===== src/rtl/fcomp_pkg.sv =====
// Package: shared types and constants of the focus temperature compensator.
`timescale 1ns / 1ps
`default_nettype none

package fcomp_pkg;

    localparam int TEMP_W  = 12;
    localparam int POS_W   = 32;
    localparam int COEF_W  = 16;
    localparam int CFG_W   = 32;
    localparam int CFG_IDX_W = 3;
    localparam int IN_TDATA_W  = 48;
    localparam int OUT_TDATA_W = 48;

    // Temperatures are 1/16 C two's complement
    localparam logic signed [TEMP_W-1:0] TEMP_LOW_LIMIT  = -12'sd640;
    localparam logic signed [TEMP_W-1:0] TEMP_HIGH_LIMIT = 12'sd1280;
    localparam logic signed [TEMP_W:0]   ONE_DEGREE      = 13'sd16;
    localparam logic [POS_W-1:0]         MAX_POS_RESET   = 32'd80000;

    typedef enum logic [CFG_IDX_W-1:0] {
        CFG_PROBE_ENABLED    = 3'd0,
        CFG_PROBE_PRESENT    = 3'd1,
        CFG_COMP_ENABLE      = 3'd2,
        CFG_COMP_DIRECTION   = 3'd3,
        CFG_STEP_COEFFICIENT = 3'd4,
        CFG_MAX_POSITION     = 3'd5
    } t_cfg_idx;

    typedef struct packed {
        logic              probe_enabled;
        logic              probe_present;
        logic              comp_enable;
        logic              comp_direction;
        logic [COEF_W-1:0] step_coefficient;
        logic [POS_W-1:0]  max_position;
    } t_cfg;

    typedef struct packed {
        logic signed [TEMP_W-1:0] reported_temp;
        logic                     conversion_request;
        logic                     target_moved;
        logic [POS_W-1:0]         new_target;
    } t_result;

endpackage : fcomp_pkg

`default_nettype wire


===== src/rtl/focus_temperature_compensator_top.sv =====
// Top level of the focus temperature compensator: stream ports, input and result registers.
//
// Channel   Dir  Handshake                   Payload
// s_axis    in   s_axis_tvalid/s_axis_tready  tick: sensor_reading, target_position
// m_axis    out  m_axis_tvalid/m_axis_tready  result: new_target, target_moved,
//                                             conversion_request, reported_temp
// cfg       in   i_cfg_we (no handshake)      register index and write data
//
// One result per tick; a tick passes from the input register through the compensation
// logic into the result register, which drives m_axis.
// Sustained rate is one tick per cycle while m_axis_tready stays high; probe state updates
// as a tick leaves the input register, so consecutive ticks chain through it without bubbles.
// Reset (i_rst_n low, synchronous) empties both registers and clears probe state;
// max_position resets to 80000, all other configuration registers to zero.
// A stalled output holds the result register and the input register fills behind it;
// s_axis_tready drops once both are occupied.
`timescale 1ns / 1ps
`default_nettype none

module focus_temperature_compensator_top (
    input  wire logic                               i_clk,
    input  wire logic                               i_rst_n,
    // tdata: [11:0] sensor_reading, [43:12] target_position, [47:44] zero
    input  wire logic                               s_axis_tvalid,
    output logic                                    s_axis_tready,
    input  wire logic [fcomp_pkg::IN_TDATA_W-1:0]   s_axis_tdata,
    // tdata: [31:0] new_target, [32] target_moved, [33] conversion_request,
    //        [45:34] reported_temp, [47:46] zero
    output logic                                    m_axis_tvalid,
    input  wire logic                               m_axis_tready,
    output logic [fcomp_pkg::OUT_TDATA_W-1:0]       m_axis_tdata,
    input  wire logic                               i_cfg_we,
    input  wire logic [fcomp_pkg::CFG_IDX_W-1:0]    i_cfg_index,
    input  wire logic [fcomp_pkg::CFG_W-1:0]        i_cfg_data
);
    import fcomp_pkg::*;

    t_cfg    w_cfg;
    t_result w_result;

    // Input register
    logic                     r_in_valid;
    logic signed [TEMP_W-1:0] r_sensor_reading;
    logic [POS_W-1:0]         r_target_position;

    // Result register
    logic                     r_out_valid;
    t_result                  r_result;

    logic w_out_free;   // result register can take a new result this cycle
    logic w_advance;    // input register moves into the result register

    assign w_out_free    = !r_out_valid || m_axis_tready;
    assign w_advance     = r_in_valid && w_out_free;
    assign s_axis_tready = !r_in_valid || w_out_free;

    fcomp_cfg u_cfg (
        .i_clk       (i_clk),
        .i_rst_n     (i_rst_n),
        .i_cfg_we    (i_cfg_we),
        .i_cfg_index (i_cfg_index),
        .i_cfg_data  (i_cfg_data),
        .o_cfg       (w_cfg)
    );

    fcomp_core u_core (
        .i_clk             (i_clk),
        .i_rst_n           (i_rst_n),
        .i_valid           (w_advance),
        .i_cfg             (w_cfg),
        .i_sensor_reading  (r_sensor_reading),
        .i_target_position (r_target_position),
        .o_result          (w_result)
    );

    // Control: valid flags of both registers
    always_ff @(posedge i_clk) begin
        if (!i_rst_n) begin
            r_in_valid  <= 1'b0;
            r_out_valid <= 1'b0;
        end else begin
            if (s_axis_tready) begin
                r_in_valid <= s_axis_tvalid;
            end
            if (w_out_free) begin
                r_out_valid <= r_in_valid;
            end
        end
    end

    // Payload: capture on transfer, hold otherwise
    always_ff @(posedge i_clk) begin
        if (s_axis_tready && s_axis_tvalid) begin
            r_sensor_reading  <= s_axis_tdata[TEMP_W-1:0];
            r_target_position <= s_axis_tdata[TEMP_W+POS_W-1:TEMP_W];
        end
        if (w_advance) begin
            r_result <= w_result;
        end
    end

    assign m_axis_tvalid = r_out_valid;
    assign m_axis_tdata  = {{(OUT_TDATA_W-POS_W-2-TEMP_W){1'b0}},
                            r_result.reported_temp,
                            r_result.conversion_request,
                            r_result.target_moved,
                            r_result.new_target};

    // A held tick in the input register is not lost while the output stalls
    a_in_hold: assert property (@(posedge i_clk) disable iff (!i_rst_n)
        (r_in_valid && !w_out_free) |=> r_in_valid)
        else $error("input tick dropped during output stall");

    // A waiting result is never overwritten
    a_out_keep: assert property (@(posedge i_clk) disable iff (!i_rst_n)
        (r_out_valid && !m_axis_tready) |=> (r_out_valid && $stable(r_result)))
        else $error("pending result overwritten");

endmodule : focus_temperature_compensator_top

`default_nettype wire


===== src/rtl/fcomp_cfg.sv =====
// Configuration register file of the focus temperature compensator.
`timescale 1ns / 1ps
`default_nettype none

module fcomp_cfg (
    input  wire logic                           i_clk,
    input  wire logic                           i_rst_n,
    input  wire logic                           i_cfg_we,
    input  wire logic [fcomp_pkg::CFG_IDX_W-1:0] i_cfg_index,
    input  wire logic [fcomp_pkg::CFG_W-1:0]     i_cfg_data,
    output fcomp_pkg::t_cfg                     o_cfg
);
    import fcomp_pkg::*;

    t_cfg r_cfg;
    t_cfg n_cfg;

    always_comb begin
        n_cfg = r_cfg;
        if (i_cfg_we) begin
            case (t_cfg_idx'(i_cfg_index))
                CFG_PROBE_ENABLED:    n_cfg.probe_enabled    = i_cfg_data[0];
                CFG_PROBE_PRESENT:    n_cfg.probe_present    = i_cfg_data[0];
                CFG_COMP_ENABLE:      n_cfg.comp_enable      = i_cfg_data[0];
                CFG_COMP_DIRECTION:   n_cfg.comp_direction   = i_cfg_data[0];
                CFG_STEP_COEFFICIENT: n_cfg.step_coefficient = i_cfg_data[COEF_W-1:0];
                CFG_MAX_POSITION:     n_cfg.max_position     = i_cfg_data[POS_W-1:0];
                default:              n_cfg = r_cfg;  // unused index: ignore
            endcase
        end
    end

    always_ff @(posedge i_clk) begin
        if (!i_rst_n) begin
            r_cfg.probe_enabled    <= 1'b0;
            r_cfg.probe_present    <= 1'b0;
            r_cfg.comp_enable      <= 1'b0;
            r_cfg.comp_direction   <= 1'b0;
            r_cfg.step_coefficient <= '0;
            r_cfg.max_position     <= MAX_POS_RESET;
        end else begin
            r_cfg <= n_cfg;
        end
    end

    assign o_cfg = r_cfg;

endmodule : fcomp_cfg

`default_nettype wire


===== src/rtl/fcomp_core.sv =====
// Compensation datapath and probe state of the focus temperature compensator.
`timescale 1ns / 1ps
`default_nettype none

module fcomp_core (
    input  wire logic                            i_clk,
    input  wire logic                            i_rst_n,
    input  wire logic                            i_valid,
    input  fcomp_pkg::t_cfg                      i_cfg,
    input  wire logic signed [fcomp_pkg::TEMP_W-1:0] i_sensor_reading,
    input  wire logic [fcomp_pkg::POS_W-1:0]     i_target_position,
    output fcomp_pkg::t_result                   o_result
);
    import fcomp_pkg::*;

    logic signed [TEMP_W-1:0] r_last_good_temp, n_last_good_temp;
    logic signed [TEMP_W-1:0] r_held_reading,   n_held_reading;
    logic signed [TEMP_W-1:0] r_reference_temp, n_reference_temp;
    logic                     r_read_phase,     n_read_phase;
    logic                     r_seen_comp,      n_seen_comp;

    logic                     w_active;
    logic                     w_in_range;
    logic signed [TEMP_W-1:0] w_reading;
    logic                     w_switch_on;
    logic signed [TEMP_W-1:0] w_ref;
    logic signed [TEMP_W-1:0] w_held;
    logic signed [TEMP_W:0]   w_diff;
    logic                     w_event;
    logic                     w_outward;
    logic signed [POS_W+1:0]  w_pos;
    logic signed [POS_W+1:0]  w_max;
    logic [POS_W-1:0]         w_target;

    always_comb begin
        w_active    = i_cfg.probe_enabled && i_cfg.probe_present;
        w_in_range  = (i_sensor_reading > TEMP_LOW_LIMIT) &&
                      (i_sensor_reading < TEMP_HIGH_LIMIT);
        w_reading   = w_in_range ? i_sensor_reading : r_last_good_temp;
        w_switch_on = (i_cfg.comp_enable != r_seen_comp) && i_cfg.comp_enable;

        // Reference latches on switch-on before the phase action
        w_ref  = w_switch_on  ? w_reading : r_reference_temp;
        w_held = r_read_phase ? w_reading : r_held_reading;

        w_diff  = {w_ref[TEMP_W-1], w_ref} - {w_held[TEMP_W-1], w_held};
        w_event = i_cfg.comp_enable && ((w_diff >= ONE_DEGREE) || (w_diff <= -ONE_DEGREE));
        // Temperature fell when held reading lies below the reference
        w_outward = i_cfg.comp_direction ? (w_held < w_ref) : !(w_held < w_ref);

        w_pos = w_outward
              ? $signed({2'b00, i_target_position}) + $signed({18'd0, i_cfg.step_coefficient})
              : $signed({2'b00, i_target_position}) - $signed({18'd0, i_cfg.step_coefficient});
        w_max = $signed({2'b00, i_cfg.max_position});
        if (w_pos > w_max) begin
            w_target = i_cfg.max_position;
        end else if (w_pos[POS_W+1]) begin
            w_target = '0;
        end else begin
            w_target = w_pos[POS_W-1:0];
        end

        n_last_good_temp = r_last_good_temp;
        n_held_reading   = r_held_reading;
        n_reference_temp = r_reference_temp;
        n_read_phase     = r_read_phase;
        n_seen_comp      = r_seen_comp;

        o_result.new_target         = i_target_position;
        o_result.target_moved       = 1'b0;
        o_result.conversion_request = 1'b0;

        if (w_active) begin
            if ((w_switch_on || r_read_phase) && w_in_range) begin
                n_last_good_temp = i_sensor_reading;
            end
            n_seen_comp    = i_cfg.comp_enable;
            n_held_reading = w_held;
            n_read_phase   = !r_read_phase;
            n_reference_temp = w_event ? w_held : w_ref;
            o_result.conversion_request = !r_read_phase;
            if (w_event) begin
                o_result.new_target   = w_target;
                o_result.target_moved = 1'b1;
            end
        end
        o_result.reported_temp = n_last_good_temp;
    end

    always_ff @(posedge i_clk) begin
        if (!i_rst_n) begin
            r_last_good_temp <= '0;
            r_held_reading   <= '0;
            r_reference_temp <= '0;
            r_read_phase     <= 1'b0;
            r_seen_comp      <= 1'b0;
        end else if (i_valid) begin
            r_last_good_temp <= n_last_good_temp;
            r_held_reading   <= n_held_reading;
            r_reference_temp <= n_reference_temp;
            r_read_phase     <= n_read_phase;
            r_seen_comp      <= n_seen_comp;
        end
    end

    // A kept temperature is always one that passed the range check, or the reset zero
    a_last_good_range: assert property (@(posedge i_clk) disable iff (!i_rst_n)
        (r_last_good_temp > TEMP_LOW_LIMIT) && (r_last_good_temp < TEMP_HIGH_LIMIT))
        else $error("last good temperature out of range");

    // A moved target never exceeds the upper clamp
    a_move_clamped: assert property (@(posedge i_clk) disable iff (!i_rst_n)
        (i_valid && o_result.target_moved) |-> (o_result.new_target <= i_cfg.max_position))
        else $error("compensated target above max position");

    // Phase advances only on a processed tick with the probe active
    a_phase_hold: assert property (@(posedge i_clk) disable iff (!i_rst_n)
        !(i_valid && w_active) |=> $stable(r_read_phase))
        else $error("read phase moved without an active tick");

    // An idle probe leaves the target untouched
    a_idle_pass: assert property (@(posedge i_clk) disable iff (!i_rst_n)
        !w_active |-> (!o_result.target_moved && !o_result.conversion_request))
        else $error("inactive probe produced activity");

endmodule : fcomp_core

`default_nettype wire

===== config.mk =====
export PLATFORM = sky130hd
export DESIGN_NAME = focus_temperature_compensator_top
export DESIGN_NICKNAME = d
export VERILOG_FILES = /design/src/rtl/fcomp_pkg.sv /design/src/rtl/focus_temperature_compensator_top.sv /design/src/rtl/fcomp_cfg.sv /design/src/rtl/fcomp_core.sv
export SDC_FILE = /design/constraint.sdc
export NUM_CORES = 1
export LEC_CHECK = 0
export BUFFER_PORTS_ARGS = -buffer_cell sky130_fd_sc_hd__buf_2
export CAP_MARGIN = 20
export CORE_AREA = 2 2 180 182
export DETAILED_ROUTE_END_ITERATION = 8
export DIE_AREA = 0 0 182 184
export PLACE_DENSITY_LB_ADDON = 0.08
export SLEW_MARGIN = 10
export SYNTH_ARGS = -nofsm -noshare
export SYNTH_HDL_FRONTEND = slang
export SYNTH_HIERARCHICAL = 1
export SYNTH_SLANG_ARGS = --single-unit

===== constraint.sdc =====
create_clock -name i_clk -period 14.2 [get_ports i_clk]
set_input_delay 1.42 -clock i_clk [delete_from_list [all_inputs] [get_ports i_clk]]
set_output_delay 1.42 -clock i_clk [all_outputs]
set_load 0.1 [all_outputs]

Word level (Yosys, flattened, before mapping)
Index checks and enable logic that the tools add are counted.
W data, S select, Z words.
{"block": "totals", "regBits": 182, "in_bits": 88, "out_inout_bits": 50, "word_cells": 69}
{"block": "op_classes", "add_sub_neg": 3, "order_cmp": 6, "n_eq_ne": 6, "mux": 12, "reduce_logical": 23}
{"operator": "$mux W32", "count": 3}
{"operator": "$mux W12", "count": 6}
{"operator": "$gt A34 B33 Y1", "count": 1}
{"operator": "$mux W34", "count": 1}
{"operator": "$add A32 B16 Y33", "count": 1}
{"operator": "$mux W33", "count": 1}
{"operator": "$sub A32 B16 Y33", "count": 1}
{"operator": "$reduce_and A2 Y1", "count": 7}
{"operator": "$ge A13 B6 Y1 const B", "count": 1}
{"operator": "$le A13 B5 Y1 const B", "count": 1}
{"operator": "$sub A12 B12 Y13", "count": 1}
{"operator": "$gt A12 B11 Y1 const B", "count": 1}
{"operator": "$lt A12 B12 Y1", "count": 1}
{"operator": "$lt A12 B12 Y1 const B", "count": 1}
{"operator": "$logic_and A1 B1 Y1", "count": 7}
{"operator": "$eq A3 B2 Y1 const B", "count": 2}
{"operator": "$eq A3 B3 Y1 const B", "count": 2}
{"operator": "$logic_not A1 Y1", "count": 4}
{"operator": "$logic_or A1 B1 Y1", "count": 4}
{"operator": "$eq A3 B1 Y1 const B", "count": 1}
{"operator": "$logic_not A3 Y1", "count": 1}
{"operator": "$mux W1", "count": 1}
{"operator": "$ne A1 B1 Y1", "count": 1}

Longest topological paths before layout
{"block": "logic_depth", "ltp_word": 12, "ltp_mapped": 29, "mapped_depth_nobuf": 26}

Hierarchy
Netlist, hierarchy kept.
{"module": "fcomp_core", "instances": 1, "cells_per_inst": 929, "area_per_inst_um2": 6591.3, "seq_area_each_um2": 760.7}
{"module": "focus_temperature_compensator_top", "instances": 1, "cells_per_inst": 102, "area_per_inst_um2": 2825.2, "seq_area_each_um2": 2742.6}
{"module": "fcomp_cfg", "instances": 1, "cells_per_inst": 214, "area_per_inst_um2": 2099.5, "seq_area_each_um2": 1041.0}

Worst setup path after synthesis
Ideal clock, no wire load.
{"block": "synth_timing", "path_type": "register to register", "start": "register r_sensor_reading[3]", "end": "register r_result, in the netlist m_axis_tdata[20], data pin", "setup_ns": 0.260, "arrival_ns": 5.525, "required_time_ns": 13.940, "setup_slack_ns": 8.416, "stages_incl_launch_ff": 29, "path_buffers": 3, "period_less_slack_ns": 5.784, "cell_sequence": "edfxtp_1 nor4_1 nand2_1 a31oi_1 o22ai_1 buf_2 mux2i_1 a21oi_1 inv_1 ha_1 buf_2 nand3_1 or4_1 nand4b_1 a31oi_2 nor2_2 mux2i_1 xor2_1 ha_1 and4_1 nor4bb_1 a221o_1 a211oi_1 o2bb2ai_1 a31oi_4 buf_2 nor2_1 a31oi_1 o22ai_1"}
{"item": "start, declared", "line_no": "focus_temperature_compensator_top.sv:43", "text": "logic signed [TEMP_W-1:0] r_sensor_reading;"}
{"item": "start signal, assigned", "line_no": "focus_temperature_compensator_top.sv:94", "text": "r_sensor_reading <= s_axis_tdata[TEMP_W-1:0];"}
{"item": "end signal, assigned", "line_no": "focus_temperature_compensator_top.sv:98", "text": "r_result <= w_result;"}
{"item": "end, declared", "line_no": "focus_temperature_compensator_top.sv:48", "text": "t_result r_result;"}

==> run_summary.xml <==
<?xml version="1.0" encoding="UTF-8"?>
<metrics>
  <group name="clock_network">
    <metric name="cts.root.buffer_cell" unit="">clkbuf_16</metric>
    <metric name="cts_tree" unit="">yes</metric>
    <metric name="clk_latency" unit="ps">460</metric>
    <metric name="path_clk_slew" unit="ps">80</metric>
    <metric name="clock_sink_count" unit="">182</metric>
    <metric name="post_cts_resize_count" unit="">0</metric>
    <metric name="post_cts_buffers" unit="">0</metric>
    <metric name="cts-hold-fix-buffers" unit="">0</metric>
    <metric name="clock_tree.buffer_depth" unit="">2</metric>
    <metric name="cts_max_level" unit="">4</metric>
    <metric name="tritoncts.num_buffers" unit="">17</metric>
  </group>
  <group name="critical_path">
    <metric name="worst_r2r_startpoint" unit="">r_sensor_reading[3]</metric>
    <metric name="critPathRequiredTime" unit="ps">14390</metric>
    <metric name="worstReg2RegEnd" unit="">m_axis_tdata[26]</metric>
    <metric name="worstSetupEndpointType" unit="">flop</metric>
    <metric name="r2r_slack" unit="ps">5640</metric>
    <metric name="critical_path_class" unit="">flop to flop</metric>
    <metric name="worst_ep_arrival_time" unit="ps">8750</metric>
    <metric name="worstRegToRegCells" unit="">26</metric>
    <metric name="critPathLaunchType" unit="">flop</metric>
    <metric name="path_max_fanout" unit="">52</metric>
  </group>
  <group name="drt">
    <metric name="drcViolationCount" unit="">0</metric>
    <metric name="wl" unit="microns">31410</metric>
    <metric name="route.detailed.vias_per_inst" unit="">5.226</metric>
    <metric name="drt_first_pass_iters" unit="">5</metric>
    <metric name="drt_first_iter_violations" unit="">476</metric>
    <metric name="ant_nets" unit="">0</metric>
    <metric name="detail_route.wl_per_cell" unit="microns">17.88</metric>
    <metric name="vias" unit="">9182</metric>
  </group>
  <group name="flow_run">
    <metric name="cap_violations" unit="">0</metric>
  </group>
  <group name="die">
    <metric name="design.portCount" unit="">138</metric>
    <metric name="floorplan.die.height" unit="microns">184</metric>
    <metric name="dieWidth" unit="microns">182</metric>
    <metric name="initial_core_util" unit="%">36.68</metric>
    <metric name="area_inside_the_core_boundary" unit="sq um">31390</metric>
    <metric name="dieArea" unit="sq um">33490</metric>
    <metric name="placement_rows" unit="">65</metric>
  </group>
  <group name="final_layout">
    <metric name="num_antenna_cells" unit="">0</metric>
    <metric name="ratio_of_cells_with_drive_above_1_in_the_final_layout" unit="%">16.53</metric>
    <metric name="final_common_cell" unit="">nand2_1</metric>
    <metric name="final_cell_mix" unit="">167 x nand2_1, 130 x buf_2, 92 x dfxtp_1</metric>
    <metric name="area_overhead_of_the_layout_relative_to_synthesis" unit="%">13.32</metric>
    <metric name="fin_area" unit="sq um">13050</metric>
    <metric name="num-nets-final" unit="">1509</metric>
  </group>
  <group name="synthesis">
    <metric name="synth.yosys.seq_area_share" unit="%">39.46</metric>
    <metric name="synthArstFlopShare" unit="%">0</metric>
    <metric name="average_footprint_of_a_synthesized_cell" unit="sq um">9.250</metric>
    <metric name="edff_count_synth" unit="">90</metric>
    <metric name="ffs_latches_synth" unit="">182</metric>
    <metric name="netlist.area_leader.share" unit="%">23.47</metric>
    <metric name="synth_largest_area_cell" unit="">edfxtp_1</metric>
    <metric name="synth.top_cells.by_area" unit="">edfxtp_1 23%, dfxtp_1 16%, ha_1 8.3%</metric>
    <metric name="syn_area" unit="sq um">11520</metric>
    <metric name="synth_cell_types" unit="">89</metric>
    <metric name="yosys_most_used_dff" unit="">dfxtp_1</metric>
    <metric name="ys_warn_count" unit="">6</metric>
    <metric name="synthesized_netlist_cell_count" unit="">1245</metric>
  </group>
  <group name="power">
    <metric name="vdd.ir_drop.worst" unit="V">0.00008842</metric>
    <metric name="power.total" unit="mW">1.288</metric>
    <metric name="power.leakage" unit="nW">5.172</metric>
    <metric name="power.density" unit="nW/um^2">98.70</metric>
  </group>
  <group name="timing">
    <metric name="rsz0062_at_grt" unit="">no</metric>
    <metric name="final.setup_skew" unit="ps">15.36</metric>
    <metric name="achievable-frequency" unit="MHz">116.8</metric>
    <metric name="report.final.setup_viol" unit="">0</metric>
    <metric name="finalHoldViolCount" unit="">0</metric>
    <metric name="final.setup.tns" unit="ps">0</metric>
    <metric name="period_share" unit="%">60.29</metric>
    <metric name="least_margin_pin_slew" unit="ps">965.6</metric>
    <metric name="slew_viol_final" unit="">0</metric>
    <metric name="finalWorstPathRequiredPeriod" unit="ps">8562</metric>
    <metric name="hold_ws" unit="ps">462.4</metric>
    <metric name="timing.max_slew.rel_slack" unit="%">35.62</metric>
  </group>
  <group name="grt">
    <metric name="grt-ovfl-total" unit="">0</metric>
    <metric name="grt_max_degree" unit="">79</metric>
    <metric name="number_of_antenna_violations_at_the_first_check_in_global_routing" unit="">0</metric>
    <metric name="grt.total_usage" unit="%">18.83</metric>
    <metric name="number_of_global_route_vias_before_repair" unit="">8880</metric>
    <metric name="grt_pass1_wl" unit="microns">48940</metric>
  </group>
  <group name="min_path">
    <metric name="hold_path_depth" unit="">2</metric>
    <metric name="worst_hold_path.endpoint" unit="">u_cfg/o_cfg[19]</metric>
    <metric name="worstHoldPathType" unit="">flop to flop</metric>
    <metric name="hp-start" unit="">u_cfg/o_cfg[19]</metric>
  </group>
  <group name="outcome">
    <metric name="status" unit="">finished clean</metric>
  </group>
  <group name="placement">
    <metric name="gpl.final_weighted_congestion" unit="">0.8008</metric>
    <metric name="post-dp-hpwl" unit="microns">21860</metric>
    <metric name="port-buffer-count" unit="">131</metric>
    <metric name="cell_area_placed" unit="sq um">12430</metric>
  </group>
</metrics>
sequential cells by signal, indices dropped and copies added, names as in the netlist:
name and cells:
u_cfg/o_cfg 52, m_axis_tdata 46, r_target_position 32, r_sensor_reading 12, u_core/r_held_reading 12, u_core/r_last_good_temp 12
u_core/r_reference_temp 12, m_axis_tvalid 1, r_in_valid 1, u_core/r_read_phase 1, u_core/r_seen_comp 1
worst max path at each step:
stage,slack [ps],cells past startpoint,start,endpoint
after floorplan,8420,28,r_sensor_reading[3],m_axis_tdata[20]
after global placement,5520,26,r_sensor_reading[3],m_axis_tdata[26]
after detailed placement,5550,26,r_sensor_reading[3],m_axis_tdata[26]
after CTS,5510,26,r_sensor_reading[3],m_axis_tdata[20]
after global routing,4980,26,r_sensor_reading[3],m_axis_tdata[20]
final,5640,26,r_sensor_reading[3],m_axis_tdata[26]
per-layer routing:
layer	vias up	GRT usage [%]	share of wire [%]	wire [microns]
li1	4650	-	-	-
met1	4344	24.98	48	15020
met2	169	31.76	47	14900
met3	19	3.229	3.4	1071
met4	0	4.968	1.3	418
met5	-	0	0	0
report_power, final:
group	switching, mW	internal [mW]	total (mW)
registers	0.0136	0.569	0.583
clock network	0.250	0.244	0.494
logic	0.145	0.0661	0.211
logic make-up (layout without fill, tap and decap cells):
kind of cell / Yosys count / count (layout) / share of synthesized area, %
compound gates: 306 / 306 / 17.81
other cells: 1 / 2 / 0.03256
xor+xnor: 39 / 39 / 2.966
mux: 102 / 102 / 9.007
simple gates: 391 / 391 / 16.36
buf+inv: 145 / 254 / 5.584
fa+ha+maj: 79 / 79 / 8.779
flops: 182 / 182 / 39.46
cells in the mapped netlist (9+ instances only):
| master | count |
|---|---|
| a21o_1 | 16 |
| a21oi_1 | 91 |
| a31oi_1 | 15 |
| buf_2 | 18 |
| clkbuf_1 | 34 |
| dfxtp_1 | 92 |
| edfxtp_1 | 90 |
| ha_1 | 76 |
| inv_1 | 81 |
| mux2_2 | 13 |
| mux2i_1 | 89 |
| nand2_1 | 167 |
| nand2b_1 | 12 |
| nand3_1 | 17 |
| nand4_1 | 14 |
| nor2_1 | 78 |
| nor2b_1 | 31 |
| nor3_1 | 15 |
| o21ai_0 | 48 |
| o21ai_1 | 29 |
| or2_2 | 9 |
| xnor2_1 | 29 |
| xor2_1 | 10 |
critical path: stages (launching register included):
cell	delay, ps
edfxtp_1	420
nor4_1	280
nand2_1	100
a31oi_1	210
o22ai_1	220
buf_4	250
mux2i_1	430
o21ai_0	270
ha_1	420
nand2b_1	80
a211o_1	320
a21boi_2	270
o21a_1	600
nand2_1	530
o21ai_0	400
xnor2_1	200
ha_1	300
and4_1	220
nor4bb_1	200
a221o_1	360
a211oi_1	390
o2bb2ai_1	210
a31oi_4	390
buf_4	520
inv_1	330
a2bb2oi_1	230
o22ai_1	100
per-stage QoR:
step | utilization, % | setup WS, ps | instances
after floorplan | - | 8416 | 1246
after global placement | 39.58 | 5525 | 1724
after detailed placement | 39.58 | 5552 | 1724
after CTS | 41.52 | 5509 | 1756
after global routing | 41.57 | 4983 | 1757
final | 41.57 | 5638 | 1757
cell type report:
type                       instances  area, sq um
fill                            3143        18340
multi-input combinational        919         6352
sequential                       182         4544
timing repair buffer             140        733.2
tap                              402        503.0
clock buffer                      18        439.2
inverter                          82        307.8
clock inverter                    14        170.2
No activity file was read; power rests on OpenSTA's default activity.
